<file path="src/hw/rtl/assert_macros.svh">
// assertion helpers for the rtl
`ifndef ASSERT_MACROS_SVH
`define ASSERT_MACROS_SVH

// same-cycle implication, off while in reset
`define ATCD_ASSERT_IMP(lbl, clk, rstn, ante, cons, msg) \
    lbl: assert property (@(posedge clk) disable iff (!rstn) (ante) |-> (cons)) \
        else $error(msg);

// next-cycle implication, off while in reset
`define ATCD_ASSERT_NXT(lbl, clk, rstn, ante, cons, msg) \
    lbl: assert property (@(posedge clk) disable iff (!rstn) (ante) |=> (cons)) \
        else $error(msg);

`endif

</file>
<file path="src/hw/rtl/atcd_pkg.sv">
package atcd_pkg;

    localparam int KW_COUNT = 11;

    // keyword slots
    localparam int KW_RESET   = 0;
    localparam int KW_EN      = 1;
    localparam int KW_DIS     = 2;
    localparam int KW_OPEN    = 3;
    localparam int KW_CLOSE   = 4;
    localparam int KW_MOVETO  = 5;
    localparam int KW_M1      = 6;
    localparam int KW_M2      = 7;
    localparam int KW_M3      = 8;
    localparam int KW_WAIT_S  = 9;
    localparam int KW_WAIT_MS = 10;

    localparam logic [KW_COUNT-1:0] KW_ALL   = 11'h7FF;
    localparam logic [KW_COUNT-1:0] KW_ALONE = 11'h01F;
    localparam logic [KW_COUNT-1:0] KW_ARGS  = 11'h7E0;

    localparam logic [7:0] CHAR_SPACE = 8'h20;
    localparam logic [7:0] CHAR_MINUS = 8'h2D;
    localparam logic [7:0] CHAR_0     = 8'h30;
    localparam logic [7:0] CHAR_9     = 8'h39;

    localparam logic [2:0] CMD_NONE    = 3'd0;
    localparam logic [2:0] CMD_RESET   = 3'd1;
    localparam logic [2:0] CMD_ENABLE  = 3'd2;
    localparam logic [2:0] CMD_DISABLE = 3'd3;
    localparam logic [2:0] CMD_SERVO   = 3'd4;
    localparam logic [2:0] CMD_MOVETO  = 3'd5;
    localparam logic [2:0] CMD_ROTATE  = 3'd6;
    localparam logic [2:0] CMD_WAIT    = 3'd7;

    localparam logic [7:0]  ANGLE_OPEN   = 8'd175;
    localparam logic [7:0]  ANGLE_CLOSE  = 8'd92;
    localparam logic [24:0] MS_PER_SEC   = 25'd1000;
    localparam logic [24:0] WAIT_MAX_MS  = 25'd32767000;
    localparam logic [14:0] AMOUNT_MAX   = 15'd32767;

    localparam logic [1:0] TOK_ACTION = 2'd0;
    localparam logic [1:0] TOK_FIRST  = 2'd1;
    localparam logic [1:0] TOK_LAST   = 2'd3;

    typedef struct packed {
        logic [7:0] char_code;
        logic       end_of_command;
    } cmd_beat_t;

    typedef struct packed {
        logic        status;
        logic [2:0]  command;
        logic [1:0]  motor_select;
        logic [7:0]  servo_angle;
        logic [14:0] rotate_amount;
        logic        counterclockwise;
        logic [15:0] coord_x;
        logic [15:0] coord_y;
        logic [15:0] coord_z;
        logic [24:0] wait_millis;
    } result_t;

    // parser state as it stands after the final byte of a command
    typedef struct packed {
        logic [1:0]          tok;
        logic [KW_COUNT-1:0] cand;
        logic [4:0]          alone;
        logic                bad;
        logic                missing;
        logic                minus;
        logic                amount_small;
        logic [14:0]         amount;
        logic [15:0]         x;
        logic [15:0]         y;
        logic [15:0]         z;
    } snap_t;

    function automatic logic [2:0] kw_len(input int k);
        logic [2:0] len;
        case (k)
            KW_RESET:   len = 3'd5;
            KW_EN:      len = 3'd2;
            KW_DIS:     len = 3'd3;
            KW_OPEN:    len = 3'd4;
            KW_CLOSE:   len = 3'd5;
            KW_MOVETO:  len = 3'd6;
            KW_M1:      len = 3'd2;
            KW_M2:      len = 3'd2;
            KW_M3:      len = 3'd2;
            KW_WAIT_S:  len = 3'd6;
            KW_WAIT_MS: len = 3'd7;
            default:    len = 3'd0;
        endcase
        return len;
    endfunction

    // first character sits in the top byte
    function automatic logic [7:0] kw_char(input int k, input logic [2:0] pos);
        logic [63:0] w;
        case (k)
            KW_RESET:   w = {"RESET", 24'h0};
            KW_EN:      w = {"EN", 48'h0};
            KW_DIS:     w = {"DIS", 40'h0};
            KW_OPEN:    w = {"OPEN", 32'h0};
            KW_CLOSE:   w = {"CLOSE", 24'h0};
            KW_MOVETO:  w = {"MOVETO", 16'h0};
            KW_M1:      w = {"M1", 48'h0};
            KW_M2:      w = {"M2", 48'h0};
            KW_M3:      w = {"M3", 48'h0};
            KW_WAIT_S:  w = {"WAIT_S", 16'h0};
            KW_WAIT_MS: w = {"WAIT_MS", 8'h0};
            default:    w = 64'h0;
        endcase
        return w[63 - 8 * int'(pos) -: 8];
    endfunction

endpackage

</file>
<file path="src/hw/rtl/arm_text_command_decoder.sv">
// Text command decoder: takes one character per beat on cmd, with end_of_command
// on the final character, and gives one decoded result beat on res per command.
// A new character can be taken every cycle; each beat is registered, then the
// parser step (keyword match plus saturating decimal accumulate) runs from
// that register into the result register, so a final character passes the
// input register, then the result register. The input register only holds when
// it carries a final character and the result register is full and stalled.
// Syntax errors give status 1 with every other field zero.
module arm_text_command_decoder #(
    parameter int NUMBER_WIDTH = 16,
    parameter int ACTION_CHARS = 8
) (
    input  logic                clk,
    input  logic                rst_n,
    input  logic                cmd_valid,
    output logic                cmd_stall,
    input  atcd_pkg::cmd_beat_t cmd_data,
    output logic                res_valid,
    input  logic                res_stall,
    output atcd_pkg::result_t   res_data
);

    `include "assert_macros.svh"

    logic                in_valid_reg;
    logic                in_valid_next;
    atcd_pkg::cmd_beat_t in_beat_reg;
    logic                out_valid_reg;
    logic                out_valid_next;
    atcd_pkg::result_t   out_data_reg;
    logic                cmd_take;
    logic                advance;
    logic                res_take;
    atcd_pkg::snap_t     snap;
    atcd_pkg::result_t   result;

    // a beat without end_of_command never needs the result slot
    assign advance = in_valid_reg &&
                     (!in_beat_reg.end_of_command || !out_valid_reg || !res_stall);
    assign cmd_stall = in_valid_reg && !advance;
    assign cmd_take  = cmd_valid && !cmd_stall;
    assign res_take  = out_valid_reg && !res_stall;

    always_comb
    begin
        in_valid_next = in_valid_reg;
        if (cmd_take)
        begin
            in_valid_next = 1'b1;
        end
        else if (advance)
        begin
            in_valid_next = 1'b0;
        end
    end

    always_comb
    begin
        out_valid_next = out_valid_reg;
        if (advance && in_beat_reg.end_of_command)
        begin
            out_valid_next = 1'b1;
        end
        else if (res_take)
        begin
            out_valid_next = 1'b0;
        end
    end

    always_ff @(posedge clk or negedge rst_n)
    begin
        if (!rst_n)
        begin
            in_valid_reg  <= 1'b0;
            out_valid_reg <= 1'b0;
        end
        else
        begin
            in_valid_reg  <= in_valid_next;
            out_valid_reg <= out_valid_next;
        end
    end

    always_ff @(posedge clk)
    begin
        if (cmd_take)
        begin
            in_beat_reg <= cmd_data;
        end
        if (advance && in_beat_reg.end_of_command)
        begin
            out_data_reg <= result;
        end
    end

    atcd_parser #(
        .NUMBER_WIDTH (NUMBER_WIDTH),
        .ACTION_CHARS (ACTION_CHARS)
    ) u_parser (
        .clk     (clk),
        .rst_n   (rst_n),
        .step_en (advance),
        .beat    (in_beat_reg),
        .snap    (snap)
    );

    atcd_decode u_decode (
        .snap (snap),
        .res  (result)
    );

    assign res_valid = out_valid_reg;
    assign res_data  = out_data_reg;

    `ATCD_ASSERT_NXT(a_last_gives_result, clk, rst_n, advance && in_beat_reg.end_of_command, res_valid, "final beat did not produce a result")
    `ATCD_ASSERT_IMP(a_error_is_blank, clk, rst_n, res_valid && res_data.status, res_data.command == atcd_pkg::CMD_NONE && res_data.coord_x == 16'd0 && res_data.wait_millis == 25'd0, "error result carries data")
    `ATCD_ASSERT_IMP(a_motor_only_rotate, clk, rst_n, res_valid && res_data.command != atcd_pkg::CMD_ROTATE, res_data.motor_select == 2'd0 && !res_data.counterclockwise, "motor fields set outside rotate")
    `ATCD_ASSERT_IMP(a_wait_range, clk, rst_n, res_valid, res_data.wait_millis <= atcd_pkg::WAIT_MAX_MS, "wait time out of range")

endmodule

</file>
<file path="src/hw/rtl/atcd_parser.sv">
module atcd_parser #(
    parameter int NUMBER_WIDTH = 16,
    parameter int ACTION_CHARS = 8
) (
    input  logic                clk,
    input  logic                rst_n,
    input  logic                step_en,
    input  atcd_pkg::cmd_beat_t beat,
    output atcd_pkg::snap_t     snap
);

    localparam int PW = $clog2(ACTION_CHARS + 1);
    localparam int AW = (NUMBER_WIDTH > 16) ? NUMBER_WIDTH : 16;
    localparam int KC = atcd_pkg::KW_COUNT;

    logic [KC-1:0]           cand_reg, cand_next;
    logic [PW-1:0]           pos_reg, pos_next;
    logic [1:0]              tok_reg, tok_next;
    logic [4:0]              cnt_reg, cnt_next;
    logic                    bad_reg, bad_next;
    logic                    minus_reg, minus_next;
    logic [NUMBER_WIDTH-1:0] acc_reg, acc_next;
    logic [NUMBER_WIDTH-1:0] sx_reg, sx_next;
    logic [NUMBER_WIDTH-1:0] sy_reg, sy_next;

    logic                    is_space;
    logic                    is_digit;
    logic                    missing_reg;
    logic                    missing_next;
    logic [NUMBER_WIDTH+3:0] times_ten;
    logic [KC-1:0]           len_hits_reg;
    logic [KC-1:0]           len_hits_next;
    logic [AW-1:0]           acc_ext;

    function automatic logic [15:0] cap16(input logic [NUMBER_WIDTH-1:0] v);
        logic [AW-1:0] e;
        e = AW'(v);
        return (e > AW'(16'hFFFF)) ? 16'hFFFF : e[15:0];
    endfunction

    assign is_space = (beat.char_code == atcd_pkg::CHAR_SPACE);
    assign is_digit = (beat.char_code >= atcd_pkg::CHAR_0) &&
                      (beat.char_code <= atcd_pkg::CHAR_9);
    // a number token with no digit in it
    assign missing_reg  = (cnt_reg == 5'd0) || (minus_reg && cnt_reg == 5'd1);
    assign missing_next = (cnt_next == 5'd0) || (minus_next && cnt_next == 5'd1);

    assign times_ten = ({4'b0, acc_reg} << 3) + ({4'b0, acc_reg} << 1) +
                       (NUMBER_WIDTH + 4)'(beat.char_code[3:0]);

    always_comb
    begin
        for (int k = 0; k < KC; k++)
        begin
            len_hits_reg[k]  = (pos_reg == PW'(atcd_pkg::kw_len(k)));
            len_hits_next[k] = (pos_next == PW'(atcd_pkg::kw_len(k)));
        end
    end

    always_comb
    begin
        cand_next  = cand_reg;
        pos_next   = pos_reg;
        tok_next   = tok_reg;
        cnt_next   = cnt_reg;
        bad_next   = bad_reg;
        minus_next = minus_reg;
        acc_next   = acc_reg;
        sx_next    = sx_reg;
        sy_next    = sy_reg;
        if (tok_reg == atcd_pkg::TOK_ACTION)
        begin
            if (is_space && !beat.end_of_command)
            begin
                cand_next  = cand_reg & len_hits_reg & atcd_pkg::KW_ARGS;
                tok_next   = atcd_pkg::TOK_FIRST;
                cnt_next   = 5'd0;
                minus_next = 1'b0;
                acc_next   = '0;
            end
            else
            begin
                for (int k = 0; k < KC; k++)
                begin
                    if ((pos_reg >= PW'(atcd_pkg::kw_len(k))) ||
                        (atcd_pkg::kw_char(k, pos_reg[2:0]) != beat.char_code))
                    begin
                        cand_next[k] = 1'b0;
                    end
                end
                if (pos_reg < PW'(ACTION_CHARS))
                begin
                    pos_next = pos_reg + PW'(1);
                end
            end
        end
        else
        begin
            if (is_space && !beat.end_of_command && cand_reg[atcd_pkg::KW_MOVETO] &&
                tok_reg != atcd_pkg::TOK_LAST)
            begin
                if (missing_reg)
                begin
                    bad_next = 1'b1;
                end
                if (tok_reg == atcd_pkg::TOK_FIRST)
                begin
                    sx_next = acc_reg;
                end
                else
                begin
                    sy_next = acc_reg;
                end
                tok_next   = tok_reg + 2'd1;
                cnt_next   = 5'd0;
                minus_next = 1'b0;
                acc_next   = '0;
            end
            else
            begin
                if (beat.char_code == atcd_pkg::CHAR_MINUS && cnt_reg == 5'd0)
                begin
                    minus_next = 1'b1;
                end
                else if (is_digit)
                begin
                    // saturate at all ones
                    if (times_ten > {4'b0, {NUMBER_WIDTH{1'b1}}})
                    begin
                        acc_next = {NUMBER_WIDTH{1'b1}};
                    end
                    else
                    begin
                        acc_next = times_ten[NUMBER_WIDTH-1:0];
                    end
                end
                else
                begin
                    bad_next = 1'b1;
                end
                if (cnt_reg != 5'd31)
                begin
                    cnt_next = cnt_reg + 5'd1;
                end
            end
        end
    end

    assign acc_ext = AW'(acc_next);

    always_comb
    begin
        snap              = '0;
        snap.tok          = tok_next;
        snap.cand         = cand_next;
        snap.alone        = 5'(len_hits_next & cand_next & atcd_pkg::KW_ALONE);
        snap.bad          = bad_next;
        snap.missing      = missing_next;
        snap.minus        = minus_next;
        snap.amount_small = (acc_ext <= AW'(atcd_pkg::AMOUNT_MAX));
        snap.amount       = acc_ext[14:0];
        snap.x            = cap16(sx_next);
        snap.y            = cap16(sy_next);
        snap.z            = cap16(acc_next);
    end

    // the final byte of a command puts the parser back to its start
    always_ff @(posedge clk or negedge rst_n)
    begin
        if (!rst_n)
        begin
            cand_reg  <= atcd_pkg::KW_ALL;
            pos_reg   <= '0;
            tok_reg   <= atcd_pkg::TOK_ACTION;
            cnt_reg   <= 5'd0;
            bad_reg   <= 1'b0;
            minus_reg <= 1'b0;
            acc_reg   <= '0;
            sx_reg    <= '0;
            sy_reg    <= '0;
        end
        else if (step_en)
        begin
            if (beat.end_of_command)
            begin
                cand_reg  <= atcd_pkg::KW_ALL;
                pos_reg   <= '0;
                tok_reg   <= atcd_pkg::TOK_ACTION;
                cnt_reg   <= 5'd0;
                bad_reg   <= 1'b0;
                minus_reg <= 1'b0;
                acc_reg   <= '0;
                sx_reg    <= '0;
                sy_reg    <= '0;
            end
            else
            begin
                cand_reg  <= cand_next;
                pos_reg   <= pos_next;
                tok_reg   <= tok_next;
                cnt_reg   <= cnt_next;
                bad_reg   <= bad_next;
                minus_reg <= minus_next;
                acc_reg   <= acc_next;
                sx_reg    <= sx_next;
                sy_reg    <= sy_next;
            end
        end
    end

endmodule

</file>
<file path="src/hw/rtl/atcd_decode.sv">
module atcd_decode (
    input  atcd_pkg::snap_t   snap,
    output atcd_pkg::result_t res
);

    logic num_ok;

    assign num_ok = !snap.bad && !snap.missing;

    always_comb
    begin
        res        = '0;
        res.status = 1'b1;
        if (snap.tok == atcd_pkg::TOK_ACTION)
        begin
            if (snap.alone[atcd_pkg::KW_RESET])
            begin
                res.status  = 1'b0;
                res.command = atcd_pkg::CMD_RESET;
            end
            else if (snap.alone[atcd_pkg::KW_EN])
            begin
                res.status  = 1'b0;
                res.command = atcd_pkg::CMD_ENABLE;
            end
            else if (snap.alone[atcd_pkg::KW_DIS])
            begin
                res.status  = 1'b0;
                res.command = atcd_pkg::CMD_DISABLE;
            end
            else if (snap.alone[atcd_pkg::KW_OPEN])
            begin
                res.status      = 1'b0;
                res.command     = atcd_pkg::CMD_SERVO;
                res.servo_angle = atcd_pkg::ANGLE_OPEN;
            end
            else if (snap.alone[atcd_pkg::KW_CLOSE])
            begin
                res.status      = 1'b0;
                res.command     = atcd_pkg::CMD_SERVO;
                res.servo_angle = atcd_pkg::ANGLE_CLOSE;
            end
        end
        else if (snap.cand[atcd_pkg::KW_MOVETO])
        begin
            if (snap.tok == atcd_pkg::TOK_LAST && num_ok)
            begin
                res.status  = 1'b0;
                res.command = atcd_pkg::CMD_MOVETO;
                res.coord_x = snap.x;
                res.coord_y = snap.y;
                res.coord_z = snap.z;
            end
        end
        else if (snap.cand != '0)
        begin
            if (num_ok && snap.amount_small)
            begin
                res.status = 1'b0;
                if (snap.cand[atcd_pkg::KW_M1] || snap.cand[atcd_pkg::KW_M2] ||
                    snap.cand[atcd_pkg::KW_M3])
                begin
                    res.command          = atcd_pkg::CMD_ROTATE;
                    res.rotate_amount    = snap.amount;
                    res.counterclockwise = snap.minus;
                    if (snap.cand[atcd_pkg::KW_M3])
                    begin
                        res.motor_select = 2'd3;
                    end
                    else if (snap.cand[atcd_pkg::KW_M2])
                    begin
                        res.motor_select = 2'd2;
                    end
                    else
                    begin
                        res.motor_select = 2'd1;
                    end
                end
                if (snap.cand[atcd_pkg::KW_WAIT_S])
                begin
                    res.command     = atcd_pkg::CMD_WAIT;
                    res.wait_millis = 25'(snap.amount) * atcd_pkg::MS_PER_SEC;
                end
                if (snap.cand[atcd_pkg::KW_WAIT_MS])
                begin
                    res.command     = atcd_pkg::CMD_WAIT;
                    res.wait_millis = 25'(snap.amount);
                end
            end
        end
    end

endmodule
</file>
<file path="config.mk">
export PLATFORM = sky130hd
export DESIGN_NAME = arm_text_command_decoder
export DESIGN_NICKNAME = d
export VERILOG_FILES = /design/src/hw/rtl/atcd_pkg.sv /design/src/hw/rtl/arm_text_command_decoder.sv /design/src/hw/rtl/atcd_parser.sv /design/src/hw/rtl/atcd_decode.sv
export VERILOG_INCLUDE_DIRS = /design/src /design/src/hw/rtl
export SDC_FILE = /design/constraint.sdc
export NUM_CORES = 1
export LEC_CHECK = 0
export BUFFER_PORTS_ARGS = -buffer_cell sky130_fd_sc_hd__buf_2
export CAP_MARGIN = 20
export CORE_AREA = 5 5 199 201
export CTS_CLUSTER_DIAMETER = 30
export CTS_CLUSTER_SIZE = 16
export DETAILED_ROUTE_END_ITERATION = 16
export DIE_AREA = 0 0 204 206
export PLACE_DENSITY = 0.53
export SLEW_MARGIN = 20
export SYNTH_ARGS = -nofsm -noshare
export SYNTH_HDL_FRONTEND = slang
export SYNTH_HIERARCHICAL = 1
export SYNTH_SLANG_ARGS = --single-unit
</file>
<file path="constraint.sdc">
create_clock -name clk -period 15.2 [get_ports clk]
set_input_delay 0 -clock clk [delete_from_list [all_inputs] [get_ports clk]]
set_output_delay 0 -clock clk [all_outputs]
set_load 0.03 [all_outputs]
</file>
## After elaboration in Yosys (flattened, before gate mapping)

Cells that the tools add are included.

| storage, ports and cells | value |
|---|---|
| bits in registers | 186 |
| bits of input ports | 13 |
| output and inout port bits | 105 |
| word-level logic and storage cells | 260 |

| operators by class | value |
|---|---|
| add/subtract/negate cells | 6 |
| $mul | 1 |
| $lt $le $gt $ge | 14 |
| eq/ne operators | 29 |
| shifts and indexed selects | 11 |
| mux-type cells | 113 |
| bitwise operators | 9 |
| reduce and logical (&&, ||, !) cells | 52 |

Operator list:

| operator | number |
|---|---|
| two-way mux 64 bit | 22 |
| variable part select 71 x 32 -> 8 bit | 11 |
| two-way mux 16 bit | 18 |
| inequality test 8 bit | 11 |
| greater-than comparator 16 bit (second input constant) | 3 |
| two-way mux 4 bit | 12 |
| two-way mux 3 bit | 14 |
| two-way mux 11 bit | 3 |
| two-way mux 15 bit | 2 |
| two-way mux 5 bit | 6 |
| two-way mux 1 bit | 26 |
| == test 4 x 3 -> 1 bit (second input constant) | 6 |
| greater-or-equal comparator 4 x 3 -> 1 bit | 6 |
| multiplier 15 x 7 -> 22 bit (second input constant) | 1 |
| adder 19 x 17 -> 20 bit | 1 |
| adder 20 x 4 -> 20 bit | 1 |
| greater-than comparator 20 x 16 -> 1 bit (second input constant) | 1 |
| logical OR 1 bit | 17 |
| == test 4 x 2 -> 1 bit (second input constant) | 4 |
| == test 8 x 6 -> 1 bit (second input constant) | 2 |
| less-or-equal comparator 16 x 15 -> 1 bit (second input constant) | 1 |
| logical AND 1 bit | 15 |
| two-way mux 2 bit | 6 |
| two-way mux 6 bit | 2 |
| 26 further kinds | 44 |

## Depth between registers and ports, before layout

| logic depth | value |
|---|---|
| word-level depth | 19 |
| depth in mapped cells | 27 |
| mapped depth without buffers | 25 |

## By module

Netlist, hierarchy kept.

By module, submodules not included:

| module | instances | cells each | area an instance (um^2) | sequential area each (um^2) |
|---|---|---|---|---|
| atcd_parser | 1 | 708 | 6248.5 | 1815.5 |
| atcd_decode | 1 | 459 | 3601.0 | 0.0 |
| arm_text_command_decoder | 1 | 124 | 3468.3 | 3413.3 |

## Least setup slack after synthesis

OpenSTA, ideal clock, no wires.

| path | value |
|---|---|
| path type | reg-to-reg |
| from | reg in_beat_reg[4] (netlist bit) |
| to | reg out_data_reg (netlist bit res_data[24]), data pin |
| library setup time | 268 ps |
| arrival | 6905 ps |
| required time | 14932 ps |
| slack | 8027 ps |
| cell stages (with the launch flop) | 27 |
| buffers on the path | 2 |
| period minus slack after synthesis | 7173 ps |
| cells stage by stage | edfxtp_1 fa_1 fa_1 a211oi_1 o211ai_1 a22oi_1 xor2_1 o311a_1 and2_1 buf_2 nand3_1 a22o_1 buf_4 inv_1 fa_1 fa_1 inv_1 fa_1 inv_1 fa_1 inv_1 ha_1 and3_1 nand2_1 a2111oi_0 o31ai_1 nor3b_1 |

RTL lines:

| item | line | source |
|---|---|---|
| start, declared | arm_text_command_decoder.sv:27 | `atcd_pkg::cmd_beat_t in_beat_reg;` |
| start signal, assigned | arm_text_command_decoder.sv:88 | `in_beat_reg <= cmd_data;` |
| end signal, assigned | arm_text_command_decoder.sv:92 | `out_data_reg <= result;` |
| end, declared | arm_text_command_decoder.sv:30 | `atcd_pkg::result_t out_data_reg;` |

## Worst setup path after layout

| path | value |
|---|---|
| from | reg in_beat_reg[4] (netlist bit) |
| to | reg out_data_reg (netlist bit res_data[23]), data pin |

| between the ends | value |
|---|---|
| longest elaborated chain between the ends | 14 |
| elaborated cells between the ends (all ways) | 82 |
| classes of those cells | add/sub: 1; mul: 1; order compare: 4; eq/ne: 14; mux: 33; bitwise: 3; reduce/logical: 26 |

RTL lines:

| item |
|---|
| parallel branches: the longest is 14 deep, another holds multiplier 15 x 7 -> 22 bit |

Parallel ways; which one is timed is not known.
A chain may end at the register's enable or synchronous reset.

==> summary.txt <==
Status: completed
Dpl cells: 1839
1st-pass router iterations: 6
First-pass GRT wire length: 58.72 mm
Worst EP required: 15.46 ns
Post-Syn Area per Cell: 10.32 sq um
Slew margin rel.: 0.2699
# IOs: 118
Leakage: 6.295 nW
Critical path cell sequence: fa_1, fa_1, a211oi_1, o211ai_1, a22oi_1, o21ai_0, xnor2_1, buf_4, nand3_1, o21ai_0, nand2_1, fa_1, fa_1, inv_1, fa_1, fa_1, inv_1, ha_1, a21o_1, a21oi_1, a211oi_1, or4_1, o311ai_1
Largest net degree at the start of global routing: 75
Gpl congestion: 0.8686
Diodes inserted: 0
Setup crit end kind: flip-flop
Sequential fraction of the synthesis area: 0.3926
Min Clock Period, post-route: 8.411 ns
Syn Inst Count: 1291
TritonCTS buffer count: 17
Layout cells sized above 1: 0.1631
Slowest stage cell on the critical path: edfxtp_1
Starting density of the core: 0.3561
Yosys top cell area share: 0.2525
Root Buffer: clkbuf_16
Clk_skew: 0.01300 ns
Via density: 5.347
Vias in the first global route: 10082
Synthesized net count: 1454
Fin area: 14890 sq um
Most flop-heavy register: res_data
Postcts setup bufs: 0
GRT overflow: 0
Number of flops mapped to enable cells by yosys: 112
Total wire length: 37.46 mm
#FFs+latches synth: 186
Cell area after synthesis: 13320 sq um
Critical-path maximum fanout: 16
Die area: 42020 sq um
Final Hold Viols: 0
Biggest cell delay along the critical path: 0.76 ns
Die width: 204 um
WL/cell: 19.88 um
Worst skew pair latency: 0.45 ns
CP Data Arrival Time: 8.67 ns
CTS Buffer Depth: 2
Reg2reg path depth: 23
Distinct cells, synth: 87
CTS tree: built
Initial antenna violation count: 0
Finished Layout Cells: 1884
FMAX: 118.9 MHz
Max cap viols: 0
Worst Setup Path Type: reg2reg
Power density over cell area: 91.40 nW/um^2
Cells resized by post-CTS repair: 0
GRT Overall Usage: 0.1788
Yosys warning total: 6
Actual slew at the worst max-slew pin: 1.092 ns
CTS sink count: 186
Worst setup SP type: flip-flop
Max Slew Vio Count: 0
Die H: 206 um
DRC: 0
Worst IR drop on VDD: 0.06917 mV
Setup TNS Final: 0 ns
Area after DPL: 14160 sq um
Nets: 1523
H-Tree Depth: 4
DR iter-0 viols: 794
Max reg flops: 103
Most common flop cell mapped by yosys: edfxtp_1
Final setup vio count: 0
Largest area contributor in the netlist: edfxtp_1
Fraction of registers with async set/reset: 0.3978
Remaining antenna violation count: 0
Cell mode on critical path: fa_1
Most frequent cells in the layout: buf_2 (116), edfxtp_1 (112), ha_1 (98)
Synth top area cells: edfxtp_1 (25%), dfrtp_1 (12%), ha_1 (9.2%)
Synth-to-layout area growth: 11.84%
Clock Pin Slew Worst Setup and Hold Paths: 0.07 ns
Site Rows: 71
Most common cell after layout, fill and taps aside: buf_2
Hold Crit Class: in2async
Period utilization: 0.5534
RSZ-0062 raised after global routing: no
Core ar.: 37400 sq um
Count of input and output buffers: 117
Via count of the routed design: 10074
Detailed Place HPWL: 27.27 mm
worst max-delay path: cells and delay by family, from the launching register on:
family,cells,cell delay [ns]
AND/OR/NAND/NOR,3,1.18
flip-flops,1,0.76
XOR/XNOR,1,0.15
AO/OA/AOI/OAI,9,2.27
buffers and inverters,3,0.30
adder cells (fa/ha/maj),7,3.54
final timing paths:
| kind | from | to | slack (ns) |
|---|---|---|---|
| max in group asynchronous | rst_n | u_parser/pos_reg[0]$_DFFE_PN0P_ | 14.52 |
| min in group clk | cmd_data[1] | in_beat_reg[1]$_DFFE_PP_ | 0.25 |
| worst max-delay path | in_beat_reg[4]$_DFFE_PP_ | res_data[23]$_DFFE_PP_ | 6.79 |
| worst max register to register | in_beat_reg[4]$_DFFE_PP_ | res_data[23]$_DFFE_PP_ | 6.79 |
| worst min-delay path | rst_n | u_parser/sy_reg[8]$_DFFE_PN0P_ | 0.16 |
| worst min register to register | u_parser/sx_reg[3]$_DFFE_PN0P_ | u_parser/sx_reg[3]$_DFFE_PN0P_ | 0.50 |
through the flow:
stage | util | setup slack, ns | hold WS, ns | total power [mW]
floorplan | - | 8.027 | -0.2956 | 0.8153
global placement | 0.3785 | 6.975 | 0.1783 | 0.8975
detailed placement | 0.3787 | 6.870 | 0.1781 | 0.8978
CTS | 0.3981 | 6.848 | 0.2173 | 1.377
global route | 0.3982 | 6.231 | 0.1986 | 1.433
finish | 0.3982 | 6.789 | 0.1583 | 1.361
synthesized netlist by cell type, types with 4 or more instances:
library cell,n
edfxtp_1,112
ha_1,98
inv_1,95
nand2_1,91
a21oi_1,80
nor2_1,66
dfrtp_1,63
and2_1,57
o21ai_0,55
fa_1,52
clkbuf_1,50
a22o_1,47
nor3_1,38
xnor2_1,28
buf_4,24
nand3_1,21
nor4_1,21
mux2_4,20
o21a_1,17
xor2_1,16
nand4_1,14
and3_1,13
a21o_1,12
mux2_2,12
dfstp_2,11
nand2b_1,10
nor2b_1,9
nor3b_1,9
o211ai_1,9
or3_1,9
a21boi_0,8
a31oi_1,8
a211oi_1,6
a32oi_1,6
o22a_1,6
o31ai_1,6
a22oi_1,5
buf_2,5
nand3b_1,5
o22ai_1,5
buf_1,4
buf_6,4
timing repair:
action / CTS / global route
hold endpoints to repair: 74 / 0
hold buffers: 13 / 0
endpoints found under the setup margin: 0 / 0
layer usage:
| layer | global-route usage | wire length, um | vias to the layer above | part of all wire |
|---|---|---|---|---|
| li1 | - | - | 4775 | - |
| met1 | 0.2550 | 17700 | 4964 | 0.47 |
| met2 | 0.2815 | 16960 | 299 | 0.45 |
| met3 | 0.03358 | 2103 | 36 | 0.056 |
| met4 | 0.04738 | 688 | 0 | 0.018 |
| met5 | 0 | 0 | - | 0 |
kinds of logic (layout without fill, tap and decap cells):
family	Yosys count	in the layout	synth area share
AO/OA/AOI/OAI	306	306	0.1566
XOR/XNOR	44	44	0.02894
adder cells (fa/ha/maj)	150	150	0.1702
buffers and inverters	187	269	0.06511
flip-flops	186	186	0.3926
multiplexers	34	34	0.03420
AND/OR/NAND/NOR	384	384	0.1523
layout make-up:
| class | count | area (sq um) |
|---|---|---|
| fill | 3672 | 22510 |
| multi-input combinational | 918 | 7268 |
| sequential | 186 | 5229 |
| timing repair buffer | 140 | 797.0 |
| tap | 511 | 639.4 |
| clock buffer | 19 | 432.9 |
| inverter | 97 | 364.1 |
| clock inverter | 13 | 163.9 |
power by group:
part           internal (mW)  total (mW)  switching [mW]  leakage, nW
Combinational         0.0984       0.308           0.210         3.95
Clock                  0.261       0.469           0.208        0.294
Sequential             0.561       0.584          0.0223         2.05
Total                  0.921        1.36           0.441         6.29
(Power assumes the default switching activity.)
